### config.mk
export PLATFORM = sky130hd
export DESIGN_NAME = sjis_to_escape_converter_unit
export DESIGN_NICKNAME = d
export VERILOG_FILES = /design/src/hdl/sjis_esc_pkg.sv /design/src/hdl/sjis_esc_run_build.sv /design/src/hdl/sjis_esc_out_buf.sv /design/src/hdl/sjis_to_escape_converter_unit.sv
export VERILOG_INCLUDE_DIRS = /design/src /design/src/hdl
export SDC_FILE = /design/constraint.sdc
export NUM_CORES = 1
export LEC_CHECK = 0
export ABC_CLOCK_PERIOD_IN_PS = 7360
export BUFFER_PORTS_ARGS = -buffer_cell sky130_fd_sc_hd__buf_4
export CAP_MARGIN = 15
export CORE_MARGIN = 10
export CORE_UTILIZATION = 45
export CTS_BUF_LIST = sky130_fd_sc_hd__clkbuf_8
export DETAILED_ROUTE_END_ITERATION = 10
export PLACE_DENSITY = 0.71
export RECOVER_POWER = 50
export SLEW_MARGIN = 20
export SYNTH_ARGS = -nofsm -noshare
export SYNTH_HDL_FRONTEND = slang
export SYNTH_HIERARCHICAL = 1
export SYNTH_SLANG_ARGS = --single-unit
### constraint.sdc
create_clock -name clk -period 7.36 [get_ports clk]
set_clock_uncertainty 0.2 [all_clocks]
set_input_delay 1.472 -clock clk [delete_from_list [all_inputs] [get_ports clk]]
set_output_delay 1.472 -clock clk [all_outputs]
set_load 0.005 [all_outputs]
### src/hdl/sjis_to_escape_converter_unit_defines.svh
// assertion macros for the shift-jis escape converter
// used by the modules of the converter that carry concurrent checks
`ifndef SJIS_TO_ESCAPE_CONVERTER_UNIT_DEFINES_SVH
`define SJIS_TO_ESCAPE_CONVERTER_UNIT_DEFINES_SVH

// same-cycle implication, checks off during reset
`define SJE_ASSERT_IMP(label, clk, rst_n, ante, cons, msg) \
	label: assert property (@(posedge clk) disable iff (!rst_n) (ante) |-> (cons)) \
		else $error(msg);

// next-cycle implication, checks off during reset
`define SJE_ASSERT_NEXT(label, clk, rst_n, ante, cons, msg) \
	label: assert property (@(posedge clk) disable iff (!rst_n) (ante) |=> (cons)) \
		else $error(msg);

`endif

### src/hdl/sjis_esc_pkg.sv
// shared types, constants and byte classification for the escape converter
// no dependencies
package sjis_esc_pkg;

	localparam int MAX_RUN    = 8;
	localparam int RUN_LEN_W  = $clog2(MAX_RUN + 1);
	localparam int RUN_IDX_W  = $clog2(MAX_RUN);
	localparam int CFG_IDX_W  = 1;
	localparam int CFG_DATA_W = 1;

	localparam logic [CFG_IDX_W-1:0] CFG_HEX_MODE      = 1'b0;
	localparam logic [CFG_IDX_W-1:0] CFG_KATAKANA_MODE = 1'b1;

	localparam logic [7:0] CH_BACKSLASH = 8'h5c;
	localparam logic [7:0] CH_X         = 8'h78;
	localparam logic [7:0] CH_ZERO      = 8'h30;
	localparam logic [7:0] CH_A_LOWER   = 8'h61;

	typedef struct packed {
		logic [7:0] in_byte;
		logic       stream_end;
	} in_item_t;

	typedef struct packed {
		logic [7:0] out_char;
		logic       run_last;
		logic       converted_seen;
	} out_item_t;

	typedef struct packed {
		logic hex_mode;
		logic katakana_mode;
	} cfg_t;

	typedef struct packed {
		logic       held_valid;
		logic [7:0] held_lead;
		logic       any_conv;
	} hold_state_t;

	// chars[0] goes out first
	typedef struct packed {
		logic [MAX_RUN-1:0][7:0] chars;
		logic [RUN_LEN_W-1:0]    len;
		logic                    conv;
	} run_t;

	function automatic logic is_lead(input logic [7:0] b);
		return (b >= 8'h81 && b <= 8'h9f) || (b >= 8'he0 && b <= 8'hfc);
	endfunction

	function automatic logic is_trail(input logic [7:0] b);
		return (b >= 8'h40 && b <= 8'h7e) || (b >= 8'h80 && b <= 8'hfc);
	endfunction

	function automatic logic is_katakana(input logic [7:0] b);
		return b >= 8'ha1 && b <= 8'hdf;
	endfunction

	function automatic logic [7:0] hex_digit(input logic [3:0] d);
		return (d < 4'd10) ? CH_ZERO + {4'd0, d} : CH_A_LOWER + {4'd0, d} - 8'd10;
	endfunction

	// four characters of one escape, element 0 first
	function automatic logic [3:0][7:0] escape_chars(input logic [7:0] b, input logic hex);
		logic [3:0][7:0] esc;
		esc[0] = CH_BACKSLASH;
		if (hex) begin
			esc[1] = CH_X;
			esc[2] = hex_digit(b[7:4]);
			esc[3] = hex_digit(b[3:0]);
		end else begin
			esc[1] = CH_ZERO + {6'd0, b[7:6]};
			esc[2] = CH_ZERO + {5'd0, b[5:3]};
			esc[3] = CH_ZERO + {5'd0, b[2:0]};
		end
		return esc;
	endfunction

endpackage

### src/hdl/sjis_esc_run_build.sv
// builds the character run and next hold state for one registered input byte
// depends on sjis_esc_pkg
module sjis_esc_run_build (
	input  sjis_esc_pkg::in_item_t    item,
	input  sjis_esc_pkg::hold_state_t state_q,
	input  sjis_esc_pkg::cfg_t        cfg,
	output sjis_esc_pkg::run_t        run,
	output sjis_esc_pkg::hold_state_t state_next
);
	import sjis_esc_pkg::*;

	logic                 pair_hit;
	logic                 fresh_hold;
	logic                 fresh_esc;
	logic [3:0][7:0]      fresh_chars;
	logic [RUN_LEN_W-1:0] fresh_len;

	always_comb begin
		pair_hit   = state_q.held_valid && is_trail(item.in_byte);
		fresh_hold = is_lead(item.in_byte) && !item.stream_end;
		fresh_esc  = !fresh_hold && cfg.katakana_mode && is_katakana(item.in_byte);

		fresh_chars = '0;
		fresh_len   = '0;
		if (fresh_esc) begin
			fresh_chars = escape_chars(item.in_byte, cfg.hex_mode);
			fresh_len   = RUN_LEN_W'(4);
		end else if (!fresh_hold) begin
			fresh_chars[0] = item.in_byte;
			fresh_len      = RUN_LEN_W'(1);
		end

		run.chars = '0;
		if (pair_hit) begin
			run.chars[3:0] = escape_chars(state_q.held_lead, cfg.hex_mode);
			run.chars[7:4] = escape_chars(item.in_byte, cfg.hex_mode);
			run.len        = RUN_LEN_W'(MAX_RUN);
		end else if (state_q.held_valid) begin
			// held byte goes out raw ahead of the fresh byte
			run.chars[0]   = state_q.held_lead;
			run.chars[4:1] = fresh_chars;
			run.len        = fresh_len + RUN_LEN_W'(1);
		end else begin
			run.chars[3:0] = fresh_chars;
			run.len        = fresh_len;
		end

		run.conv = state_q.any_conv || pair_hit || fresh_esc;

		if (item.stream_end) begin
			state_next = '0;
		end else begin
			state_next.held_valid = !pair_hit && fresh_hold;
			state_next.held_lead  = (!pair_hit && fresh_hold) ? item.in_byte : state_q.held_lead;
			state_next.any_conv   = run.conv;
		end
	end

endmodule

### src/hdl/sjis_esc_out_buf.sv
// result register: holds one character run and sends it one character per transfer
// depends on sjis_esc_pkg and the assertion macro header
`include "sjis_to_escape_converter_unit_defines.svh"

module sjis_esc_out_buf (
	input  logic                    clk,
	input  logic                    arst_n,
	input  logic                    load,
	input  sjis_esc_pkg::run_t      run,
	output logic                    can_load,
	output sjis_esc_pkg::out_item_t out_item,
	output logic                    out_valid,
	input  logic                    out_stall
);
	import sjis_esc_pkg::*;

	logic                 valid_q;
	logic [RUN_IDX_W-1:0] idx_q;
	run_t                 run_q;
	logic                 last_char;
	logic                 xfer;

	assign last_char = ({1'b0, idx_q} == run_q.len - RUN_LEN_W'(1));
	assign xfer      = valid_q && !out_stall;
	assign can_load  = !valid_q || (xfer && last_char);

	assign out_valid               = valid_q;
	assign out_item.out_char       = run_q.chars[idx_q];
	assign out_item.run_last       = last_char;
	assign out_item.converted_seen = run_q.conv;

	always_ff @(posedge clk or negedge arst_n) begin
		if (!arst_n) begin
			valid_q <= 1'b0;
			idx_q   <= '0;
		end else if (load) begin
			valid_q <= 1'b1;
			idx_q   <= '0;
		end else if (xfer && last_char) begin
			valid_q <= 1'b0;
		end else if (xfer) begin
			idx_q <= idx_q + RUN_IDX_W'(1);
		end
	end

	always_ff @(posedge clk) begin
		if (load) begin
			run_q <= run;
		end
	end

	`SJE_ASSERT_IMP(a_idx_in_run, clk, arst_n, valid_q,
		({1'b0, idx_q} < run_q.len), "character index beyond run length")
	`SJE_ASSERT_NEXT(a_run_continues, clk, arst_n, xfer && !last_char && !load,
		valid_q && idx_q == $past(idx_q) + RUN_IDX_W'(1), "run dropped before its last character")
	`SJE_ASSERT_NEXT(a_load_restarts, clk, arst_n, load,
		valid_q && idx_q == '0, "loaded run does not start at its first character")

endmodule

### src/hdl/sjis_to_escape_converter_unit.sv
// Shift-JIS to escape-text converter, top level
//
// Input channel: one byte per transfer (in_item, in_valid, in_stall). A lead byte
// 0x81-0x9f or 0xe0-0xfc is held until the next byte; a valid trail byte turns the
// pair into two escapes, \xhh or \ooo as chosen by hex_mode, else the held byte
// goes out raw. With katakana_mode set, 0xa1-0xdf is escaped singly.
// Output channel: one character per transfer (out_item, out_valid, out_stall);
// run_last marks the last character caused by one input byte, converted_seen is
// the sticky per-stream conversion flag, cleared after the stream_end byte.
// Configuration: cfg_we/cfg_index/cfg_data, written while the block is idle.
// An accepted byte is registered in the input register and then loaded into the result
// register, which offers its first character; a busy result register holds it back.
// Throughput: one byte per cycle while each byte yields one character and the output
// does not stall; a byte that yields a run of characters (up to 8) occupies the result
// register until its last character is taken, and a held lead byte yields nothing.
// A stall on the output holds the current character and backs up into in_stall
// once the input register is full. Reset clears the held byte, the flag, the
// configuration and both channels' valid state.
// Depends on sjis_esc_pkg, sjis_esc_run_build, sjis_esc_out_buf.
`include "sjis_to_escape_converter_unit_defines.svh"

module sjis_to_escape_converter_unit (
	input  logic                                 clk,
	input  logic                                 arst_n,
	input  logic                                 cfg_we,
	input  logic [sjis_esc_pkg::CFG_IDX_W-1:0]   cfg_index,
	input  logic [sjis_esc_pkg::CFG_DATA_W-1:0]  cfg_data,
	input  sjis_esc_pkg::in_item_t               in_item,
	input  logic                                 in_valid,
	output logic                                 in_stall,
	output sjis_esc_pkg::out_item_t              out_item,
	output logic                                 out_valid,
	input  logic                                 out_stall
);
	import sjis_esc_pkg::*;

	cfg_t        cfg_q;
	hold_state_t state_q;
	hold_state_t state_next;
	in_item_t    item_s1;
	logic        valid_s1;
	run_t        run;
	logic        can_load;
	logic        advance;
	logic        in_xfer;

	assign advance  = valid_s1 && can_load;
	assign in_stall = valid_s1 && !can_load;
	assign in_xfer  = in_valid && !in_stall;

	always_ff @(posedge clk or negedge arst_n) begin
		if (!arst_n) begin
			cfg_q <= '0;
		end else if (cfg_we) begin
			case (cfg_index)
				CFG_HEX_MODE:      cfg_q.hex_mode      <= cfg_data[0];
				CFG_KATAKANA_MODE: cfg_q.katakana_mode <= cfg_data[0];
				default: ;
			endcase
		end
	end

	always_ff @(posedge clk or negedge arst_n) begin
		if (!arst_n) begin
			valid_s1 <= 1'b0;
		end else if (in_xfer) begin
			valid_s1 <= 1'b1;
		end else if (advance) begin
			valid_s1 <= 1'b0;
		end
	end

	always_ff @(posedge clk) begin
		if (in_xfer) begin
			item_s1 <= in_item;
		end
	end

	always_ff @(posedge clk or negedge arst_n) begin
		if (!arst_n) begin
			state_q <= '0;
		end else if (advance) begin
			state_q <= state_next;
		end
	end

	sjis_esc_run_build u_run_build (
		.item       (item_s1),
		.state_q    (state_q),
		.cfg        (cfg_q),
		.run        (run),
		.state_next (state_next)
	);

	// a byte that only gets held loads nothing
	sjis_esc_out_buf u_out_buf (
		.clk       (clk),
		.arst_n    (arst_n),
		.load      (advance && run.len != '0),
		.run       (run),
		.can_load  (can_load),
		.out_item  (out_item),
		.out_valid (out_valid),
		.out_stall (out_stall)
	);

	`SJE_ASSERT_NEXT(a_s1_holds, clk, arst_n, valid_s1 && !advance,
		valid_s1 && $stable(item_s1), "input register changed while blocked")
	`SJE_ASSERT_NEXT(a_stream_end_clears, clk, arst_n, advance && item_s1.stream_end,
		!state_q.held_valid && !state_q.any_conv, "state not cleared after stream end")
	`SJE_ASSERT_IMP(a_held_is_lead, clk, arst_n, state_q.held_valid,
		is_lead(state_q.held_lead), "held byte is not a lead byte")

endmodule
-- Word level (Yosys, flattened, before mapping)
Index checks and enable logic that the tools add are counted.
W data, S select, Z words.
- flip-flop bits (word level): 95
- latch bits: 0
- bits in read-only memories: 0
- memories: 0
- input port bits: 16
- bits in writable memories: 0
- output and inout bits: 12
- div/mod/pow operators: 0
- equality and inequality tests: 2
- bitwise gates (word level): 2
- reduce and logical (&&, ||, !) cells: 38
- add/sub/neg operators: 21
- order comparisons: 14
- shift-type cells: 0
- mux-type cells: 25
- $mul: 0
- operator list (cell ; count):
    $mux W24 ; 3
    $mux W36 ; 2
    $mux W8 ; 8
    $add A7 B4 Y8 const A ; 4
    $ge A8 B8 Y1 const B ; 4
    $sub A8 B4 Y8 const B ; 4
    $add A6 B3 Y7 const A ; 4
    $add A6 B4 Y7 const A ; 4
    $bmux W8 S3 ; 1
    $le A8 B8 Y1 const B ; 3
    $logic_and A1 B1 Y1 ; 16
    $lt A4 B4 Y1 const B ; 4
    $add A6 B2 Y7 const A ; 2
    $mux W10 ; 1
    $mux W3 ; 3
    $ge A8 B7 Y1 const B ; 1
    $le A8 B7 Y1 const B ; 1
    $reduce_and A2 Y1 ; 4
    $reduce_bool A2 Y1 ; 4
    $logic_not A1 Y1 ; 7
    $mux W7 ; 1
    $logic_or A1 B1 Y1 ; 5
    $mux W1 ; 5
    $add A4 B1 Y4 const B ; 1
    other kinds (9) ; 10

-- Depth between registers and ports, before layout
Gate-level depths: netlist of run 1.
- depth in word-level cells: 15
- mapped depth: 14
- mapped depth without buffers: 12

-- By module
The synthesis of run 1 kept the hierarchy.
- by module, submodules not included (module ; area an instance (um^2) ; sequential area each (um^2) ; cells each ; times used):
    sjis_esc_out_buf ; 2967.8 ; 2172.1 ; 138 ; 1
    sjis_esc_run_build ; 1585.3 ; 0.0 ; 252 ; 1
    sjis_to_escape_converter_unit ; 827.0 ; 595.6 ; 44 ; 1

-- Worst setup path before layout of run 1
No wires, ideal clock.
- kind: reg-to-reg
- start: reg item_s1[2] in the netlist's numbering
- end: reg u_out_buf.idx_q[0]
- cell stages (with the launch flop): 14
- setup time: 0.128 ns
- setup slack: 1.256 ns
- arrival time: 5.776 ns
- cells stage by stage: edfxtp_1 > inv_1 > ha_1 > and4b_1 > nor4_1 > or2_1 > buf_4 > nor2_2 > ha_1 > and3_1 > nor4_1 > nor2_1 > nor2_1 > mux2_1
- RTL lines (item ; RTL line ; source):
    start, declared ; sjis_to_escape_converter_unit.sv:40 ; in_item_t item_s1;
    start signal, assigned ; sjis_to_escape_converter_unit.sv:75 ; item_s1 <= in_item;
    end signal, assigned ; sjis_esc_out_buf.sv:42 ; idx_q <= idx_q + RUN_IDX_W'(1);
    end, declared ; sjis_esc_out_buf.sv:18 ; logic [RUN_IDX_W-1:0] idx_q;

==> impl_metrics.env, run 1 <==
export IMPL_vias=3563
export IMPL_grt_antenna_before_repair=0
export IMPL_cpPeakStageDelay_ns=0.76
export IMPL_ant_nets=0
export IMPL_seqCellArea_um2=2770
export IMPL_critPathMaxFanout=73
export IMPL_crit_family="simple AND/OR/NAND/NOR gates"
export IMPL_crit_buf_inv=2
export IMPL_min_period_over_period=0.677
export IMPL_netlist_area_leader_share=0.435
export IMPL_multi_input_area_um2=2190
export IMPL_post_route_min_period_ns=4.98
export IMPL_syn_inst=434
export IMPL_grt_max_degree=74
export IMPL_h_tree_depth=3
export IMPL_dr_pass1_iters=5
export IMPL_root_buffer="clkbuf_8"
export IMPL_cts_hold_buf=0
export IMPL_synth_cell_types=68
export IMPL_die_x_um=129
export IMPL_post_place_ws_ns=2.84
export IMPL_hpwl_um=8420
export IMPL_status="completed"
export IMPL_fp_dieH_um=129
export IMPL_slew_viol_final=0
export IMPL_clock_sinks=95
export IMPL_clk_path_buf_depth=2
export IMPL_rsz0062_at_grt="false"
export IMPL_drv_cap=0
export IMPL_syn_area_um2=5380
export IMPL_setup_tns_ns=0
export IMPL_critPathKind="reg2reg"
export IMPL_gr_total_overflow=0
export IMPL_required_ns=7.43
export IMPL_fin_ws_ns=2.38
export IMPL_core_area_um2=11600
export IMPL_io_buffers=27
export IMPL_leakage_nw=2.14
export IMPL_setup_viol=0
export IMPL_numCtsBuffers=9
export IMPL_min_path_type="reg2reg"
export IMPL_async_flop_share=0.179
export IMPL_slew_headroom=0.308
export IMPL_cts_setup_buffers=0
export IMPL_wirelength_um=12300
export IMPL_drive_gt1_frac=0.169
export IMPL_clkSlewWorstSetupHoldPaths_ns=0.10
export IMPL_io_pins=28
export IMPL_track_usage=0.150
export IMPL_drc=0
export IMPL_layout_nets=467
export IMPL_grt_pass1_vias=3499
export IMPL_synth_area_leaders="edfxtp_1 (44%), dfrtp_1 (7.9%), mux2_4 (4.7%), mux4_1 (3.9%), mux4_2 (3.3%)"
export IMPL_final_common_cell="edfxtp_1"
export IMPL_ys_warnings_count=6
export IMPL_crit_chain="inv_1, ha_1, and4b_1, nor4_1, or2_0, nor2_1, ha_1, and3_1, nor4_1, nor2_4, buf_4, nor2_1, mux2_1"
export IMPL_ys_seq_elements=95
export IMPL_end_kind="flip-flop"
export IMPL_gp_congestion=0.925
export IMPL_clock_latency_ns=0.39
export IMPL_drt_first_iter_violations=400
export IMPL_antenna_cells=0
export IMPL_synth_top_cell_by_area="edfxtp_1"
export IMPL_die_area_um2=16700
export IMPL_syn2layout_area_growth_pct=5.72
export IMPL_avgSynthCellArea_um2=12.4
export IMPL_worst_slew_pin_slew_ns=1.04
export IMPL_hold_viol=0
export IMPL_tritoncts="done"
export IMPL_p_per_area_nw_per_um2=408
export IMPL_nFillCells=1042
export IMPL_fmax_ghz=0.201
export IMPL_start_util=0.465
export IMPL_synth_edf_count=78
export IMPL_grt_pass1_wl_um=19500
export IMPL_slowest_stage="or2_0"
export IMPL_peakVddDrop_uv=190
export IMPL_cts_repair_resized=0
export IMPL_cp_arrival_ns=5.05
export IMPL_drt_wirelength_per_cell_um=21.0
export IMPL_viasPerCell=6.07
export IMPL_cp_start_kind="flip-flop"
export IMPL_yosysSeqAreaShare=0.514
export IMPL_layout_common_cells="edfxtp_1 (78), nor2_1 (36), inv_1 (27)"
export IMPL_rows=39
export IMPL_ys_flop_type="edfxtp_1"
## synth_stat cells (all sizes together), types with 2 or more instances
master / count
nor2: 37
o2bb2ai: 2
xnor2: 8
a21boi: 2
mux4: 16
nor4: 5
mux2i: 7
nand4: 3
and4b: 2
dfrtp: 17
o211ai: 4
mux2: 23
a211o: 4
o31ai: 10
o21ai: 22
o21a: 2
o32ai: 3
edfxtp: 78
inv: 28
nand2: 17
o22a: 2
and3: 4
o22ai: 8
a21oi: 17
nor2b: 4
buf: 36
nor3: 6
clkbuf: 7
and2: 3
nand3b: 3
a32o: 5
nand3: 12
ha: 12
nand2b: 5
## report_power, final
group,switching [W],internal [W],leakage [nW]
combinational,0.000501,0.000449,1.09
sequential,0.000157,0.000832,0.947
clock,0.000190,0.000192,0.103
total,0.000848,0.00147,2.14
## final timing paths
| kind | depth (start not counted) | slack, ns | start | endpoint |
|---|---|---|---|---|
| max in group asynchronous | 1 | 5.23 | arst_n | u_out_buf/idx_q[0] |
| hold / removal | 1 | 0.34 | state_q[0] | state_q[0] |
| setup reg to reg | 13 | 2.38 | item_s1[2] | u_out_buf/idx_q[0] |
| setup / recovery | 13 | 2.38 | item_s1[2] | u_out_buf/idx_q[0] |
| min in group asynchronous | 1 | 1.03 | arst_n | state_q[7] |
| hold reg to reg | 1 | 0.34 | state_q[0] | state_q[0] |
## logic make-up (layout without fill, tap and decap cells)
| kind of cell | count (synthesis) | in the layout | share of synthesized area |
|---|---|---|---|
| compound gates | 92 | 92 | 0.118 |
| xor+xnor | 8 | 8 | 0.0130 |
| fa+ha+maj | 12 | 12 | 0.0279 |
| buf+inv | 71 | 75 | 0.0744 |
| flops | 95 | 95 | 0.514 |
| mux | 46 | 46 | 0.146 |
| other cells | 1 | 7 | 0.000697 |
| simple gates | 109 | 109 | 0.106 |
## state kept, by name (all words and copies together), names as in the netlist
name                 count
u_out_buf/run_q         68
state_q                 10
item_s1                  9
u_out_buf/idx_q          3
cfg_q                    2
u_out_buf/out_item       1
u_out_buf/out_valid      1
valid_s1                 1
## cell type report
class,count,area share
sequential,95,0.487
multi-input combinational,274,0.385
timing repair buffer,31,0.0396
tap,143,0.0315
clock buffer,9,0.0218
inverter,28,0.0185
clock inverter,7,0.0169
## per-layer routing
layer / global-route usage / part of all wire / vias up
met4: 0.0756 / 0.023 / 0
met2: 0.222 / 0.45 / 154
met1: 0.206 / 0.46 / 1754
met3: 0.0298 / 0.071 / 24
li1: - / - / 1631
met5: 0 / 0 / -
## through the flow
step                      instances  total power [W]  instance area (um2)  hold WS [ns]  utilization
after global placement          571          0.00195                 5530         0.294        0.478
after global routing            587          0.00246                 5690         0.345        0.492
after CTS                       587          0.00236                 5750         0.331        0.497
after detailed placement        571          0.00198                 5530         0.306        0.478
after floorplan                 440          0.00173                 5400         0.282            -
final                           587          0.00232                 5690         0.335        0.492
No activity file was read; power rests on OpenSTA's default activity.
==> run 2: changes to the inputs <==
--- a/config.mk
+++ b/config.mk
@@ -6,7 +6,8 @@
 export SDC_FILE = /design/constraint.sdc
 export NUM_CORES = 1
 export LEC_CHECK = 0
-export ABC_CLOCK_PERIOD_IN_PS = 7360
+export ABC_AREA = 1
+export ABC_CLOCK_PERIOD_IN_PS = 5200
 export BUFFER_PORTS_ARGS = -buffer_cell sky130_fd_sc_hd__buf_4
 export CAP_MARGIN = 15
 export CORE_MARGIN = 10
==> constraint.sdc (replaced) <==
create_clock -name clk -period 5.2 [get_ports clk]
set_clock_uncertainty 0.2 [all_clocks]
set_input_delay 1.04 -clock clk [delete_from_list [all_inputs] [get_ports clk]]
set_output_delay 1.04 -clock clk [all_outputs]
set_load 0.005 [all_outputs]
==> run 2 against run 1 <==
- sequential power up 35%
- total power up 32%
- flip-flop and latch count unchanged
- largest power group unchanged
- final cell count up 33%
- global-route usage up 1.8 points
==> impl_metrics.env, run 2 <==
export IMPL_clkSlewWorstSetupHoldPaths_ns=0.10
export IMPL_crit_family="flip-flops"
export IMPL_netlist_area_leader_share=0.433
export IMPL_dr_pass1_iters=7
export IMPL_timing_rr_end="u_out_buf/idx_q[1]"
export IMPL_synth_area_leaders="edfxtp_1 (43%), nand2_1 (9.1%), dfrtp_1 (7.9%), nor2_1 (6.3%), o21ai_0 (5.6%)"
export IMPL_final_common_cell="nand2_1"
export IMPL_core_area_um2=11600
export IMPL_cp_arrival_ns=2.71
export IMPL_drive_gt1_frac=0.0896
export IMPL_min_period_over_period=0.760
export IMPL_syn_area_um2=5410
export IMPL_clk_path_buf_depth=2
export IMPL_synth_most_common_cell="nand2_1"
export IMPL_leakage_nw=2.47
export IMPL_clock_latency_ns=0.38
export IMPL_numCtsBuffers=9
export IMPL_syn2layout_area_growth_pct=5.97
export IMPL_p_clk_frac=0.164
export IMPL_setup_viol=0
export IMPL_track_usage=0.168
export IMPL_ys_seq_elements=95
export IMPL_clock_sinks=95
export IMPL_synth_edf_count=78
export IMPL_end_kind="output port"
export IMPL_hold_viol=0
export IMPL_grt_antenna_before_repair=0
export IMPL_start_util=0.466
export IMPL_drt_wirelength_per_cell_um=17.6
export IMPL_cts_hold_buf=0
export IMPL_cp_startpoint="u_out_buf/idx_q[2]"
export IMPL_met2_wirelength_um=6220
export IMPL_io_buffers=27
export IMPL_critPathKind="reg2out"
export IMPL_fmax_ghz=0.253
export IMPL_layout_common_cells="nand2_1 (134), nor2_1 (94), edfxtp_1 (78)"
export IMPL_grt_pass1_wl_um=22200
export IMPL_async_flop_share=0.179
export IMPL_cts_setup_buffers=0
export IMPL_min_path_type="reg2reg"
export IMPL_crit_chain="inv_1, nand2_1, nand3b_1, nand2_1, nand3_1, o21ai_2, inv_1, nand2_1, inv_1, buf_4"
export IMPL_antenna_cells=0
export IMPL_fp_dieH_um=130
export IMPL_synth_cell_types=43
export IMPL_crit_buf_inv=4
export IMPL_rsz0062_at_grt="false"
export IMPL_worstHoldStart="state_q[0]"
export IMPL_setup_tns_ns=0
export IMPL_viasPerCell=5.57
export IMPL_post_route_min_period_ns=3.95
export IMPL_largest_reg_flops=68
export IMPL_h_tree_depth=3
export IMPL_critPathMaxFanout=13
export IMPL_comb_power_share=0.399
export IMPL_grt_pass1_vias=4190
export IMPL_seqPwrFrac=0.438
export IMPL_finalPower_w=0.00306
export IMPL_gp_congestion=0.957
export IMPL_hold_end="state_q[0]"
export IMPL_ys_warnings_count=6
export IMPL_reg2reg_slack_ns=1.51
export IMPL_yosysSeqAreaShare=0.512
export IMPL_layout_nets=659
export IMPL_peakVddDrop_uv=224
export IMPL_rows=39
export IMPL_gr_total_overflow=0
export IMPL_worst_slew_pin_slew_ns=0.953
export IMPL_top_layer_used="met4"
export IMPL_status="completed"
export IMPL_die_area_um2=16800
export IMPL_top_register="u_out_buf/run_q"
export IMPL_synth_common_cells="nand2_1 (131), nor2_1 (91), edfxtp_1 (78)"
export IMPL_vias=4338
export IMPL_reg_top3="u_out_buf/run_q x68, state_q x10, item_s1 x9"
export IMPL_drc=0
export IMPL_die_x_um=130
export IMPL_syn_inst=625
export IMPL_rr_startpoint="u_out_buf/idx_q[2]"
export IMPL_slew_headroom=0.365
export IMPL_wl_met3_um=1110
export IMPL_wirelength_um=13700
export IMPL_cp_start_kind="flip-flop"
export IMPL_synth_top_cell_by_area="edfxtp_1"
export IMPL_root_buffer="clkbuf_8"
export IMPL_tritoncts="done"
export IMPL_swShare=0.415
export IMPL_p_per_area_nw_per_um2=534
export IMPL_drv_cap=0
export IMPL_met1_length_um=6060
export IMPL_ys_flop_type="edfxtp_1"
export IMPL_slowest_stage="dfrtp_1"
export IMPL_grt_max_degree=71
export IMPL_p_sw_w=0.00127
export IMPL_cts_repair_resized=0
export IMPL_avgSynthCellArea_um2=8.65
export IMPL_slew_viol_final=0
export IMPL_cpPeakStageDelay_ns=0.62
export IMPL_io_pins=28
export IMPL_rr_worst_depth=12
export IMPL_drt_first_iter_violations=590
export IMPL_ant_nets=0
export IMPL_required_ns=3.96
export IMPL_hpwl_um=9840
export IMPL_hold_depth=2
export IMPL_p_int_w=0.00179
export IMPL_nFillCells=1086
## run 2: power groups by stage
stage          Clock [W]  Combinational (W)  Sequential (W)
5_1_grt         0.000535            0.00137         0.00137
3_3_place_gp           0            0.00120         0.00135
6_report        0.000500            0.00122         0.00134
3_5_place_dp           0            0.00122         0.00136
4_1_cts         0.000511            0.00123         0.00134
2_1_floorplan          0           0.000903         0.00127
## run 2: kinds of logic (layout without fill, tap and decap cells)
group,after synthesis,after routing,synth area share
AOI/OAI and AO/OA,110,110,0.111
xor gates and xnor gates,5,5,0.00810
adders and majority gates,12,12,0.0278
buffers and inverters,103,108,0.0947
DFF,95,95,0.512
other,1,7,0.000694
and+or+nand+nor,299,299,0.246
## run 2: layout make-up
type	instances	area, um2	share of cell area
repair buffers	30	230	0.0402
clock buffers	9	124	0.0216
multi-input cells	433	2120	0.370
well taps	143	179	0.0312
flip-flops and latches	95	2770	0.483
clock inverters	7	71.3	0.0124
inverters	62	235	0.0411
## run 2: worst max-delay path by stage
stage | cells past startpoint | slack, ns | to
6_report | 10 | 1.25 | in_stall
5_1_grt | 10 | 0.98 | in_stall
4_1_cts | 10 | 1.47 | in_stall
3_5_place_dp | 18 | 1.71 | u_out_buf/idx_q[1]
3_3_place_gp | 19 | 1.84 | u_out_buf/idx_q[0]
2_1_floorplan | 18 | 0.22 | u_out_buf/idx_q[0]
## run 2: tightest hold or removal path: stages, from the launching register on
cell     delay [ns]
dfrtp_1        0.36
nand2_1        0.05
nand2_1        0.05
## run 2: per-stage QoR
step / cell area [um2] / instances / hold WS [ns] / utilization / setup slack [ns]
2_1_floorplan: 5430 / 631 / 0.236 / - / 0.223
3_3_place_gp: 5580 / 763 / 0.265 / 0.480 / 1.84
3_5_place_dp: 5580 / 763 / 0.267 / 0.480 / 1.71
4_1_cts: 5770 / 779 / 0.289 / 0.497 / 1.47
5_1_grt: 5730 / 779 / 0.319 / 0.493 / 0.985
6_report: 5730 / 779 / 0.283 / 0.493 / 1.25
## run 2: layer usage
layer  GRT usage  vias up
li1            -     2088
met1       0.222     2042
met2       0.263      178
met3      0.0383       30
met4      0.0602        0
met5           0        -
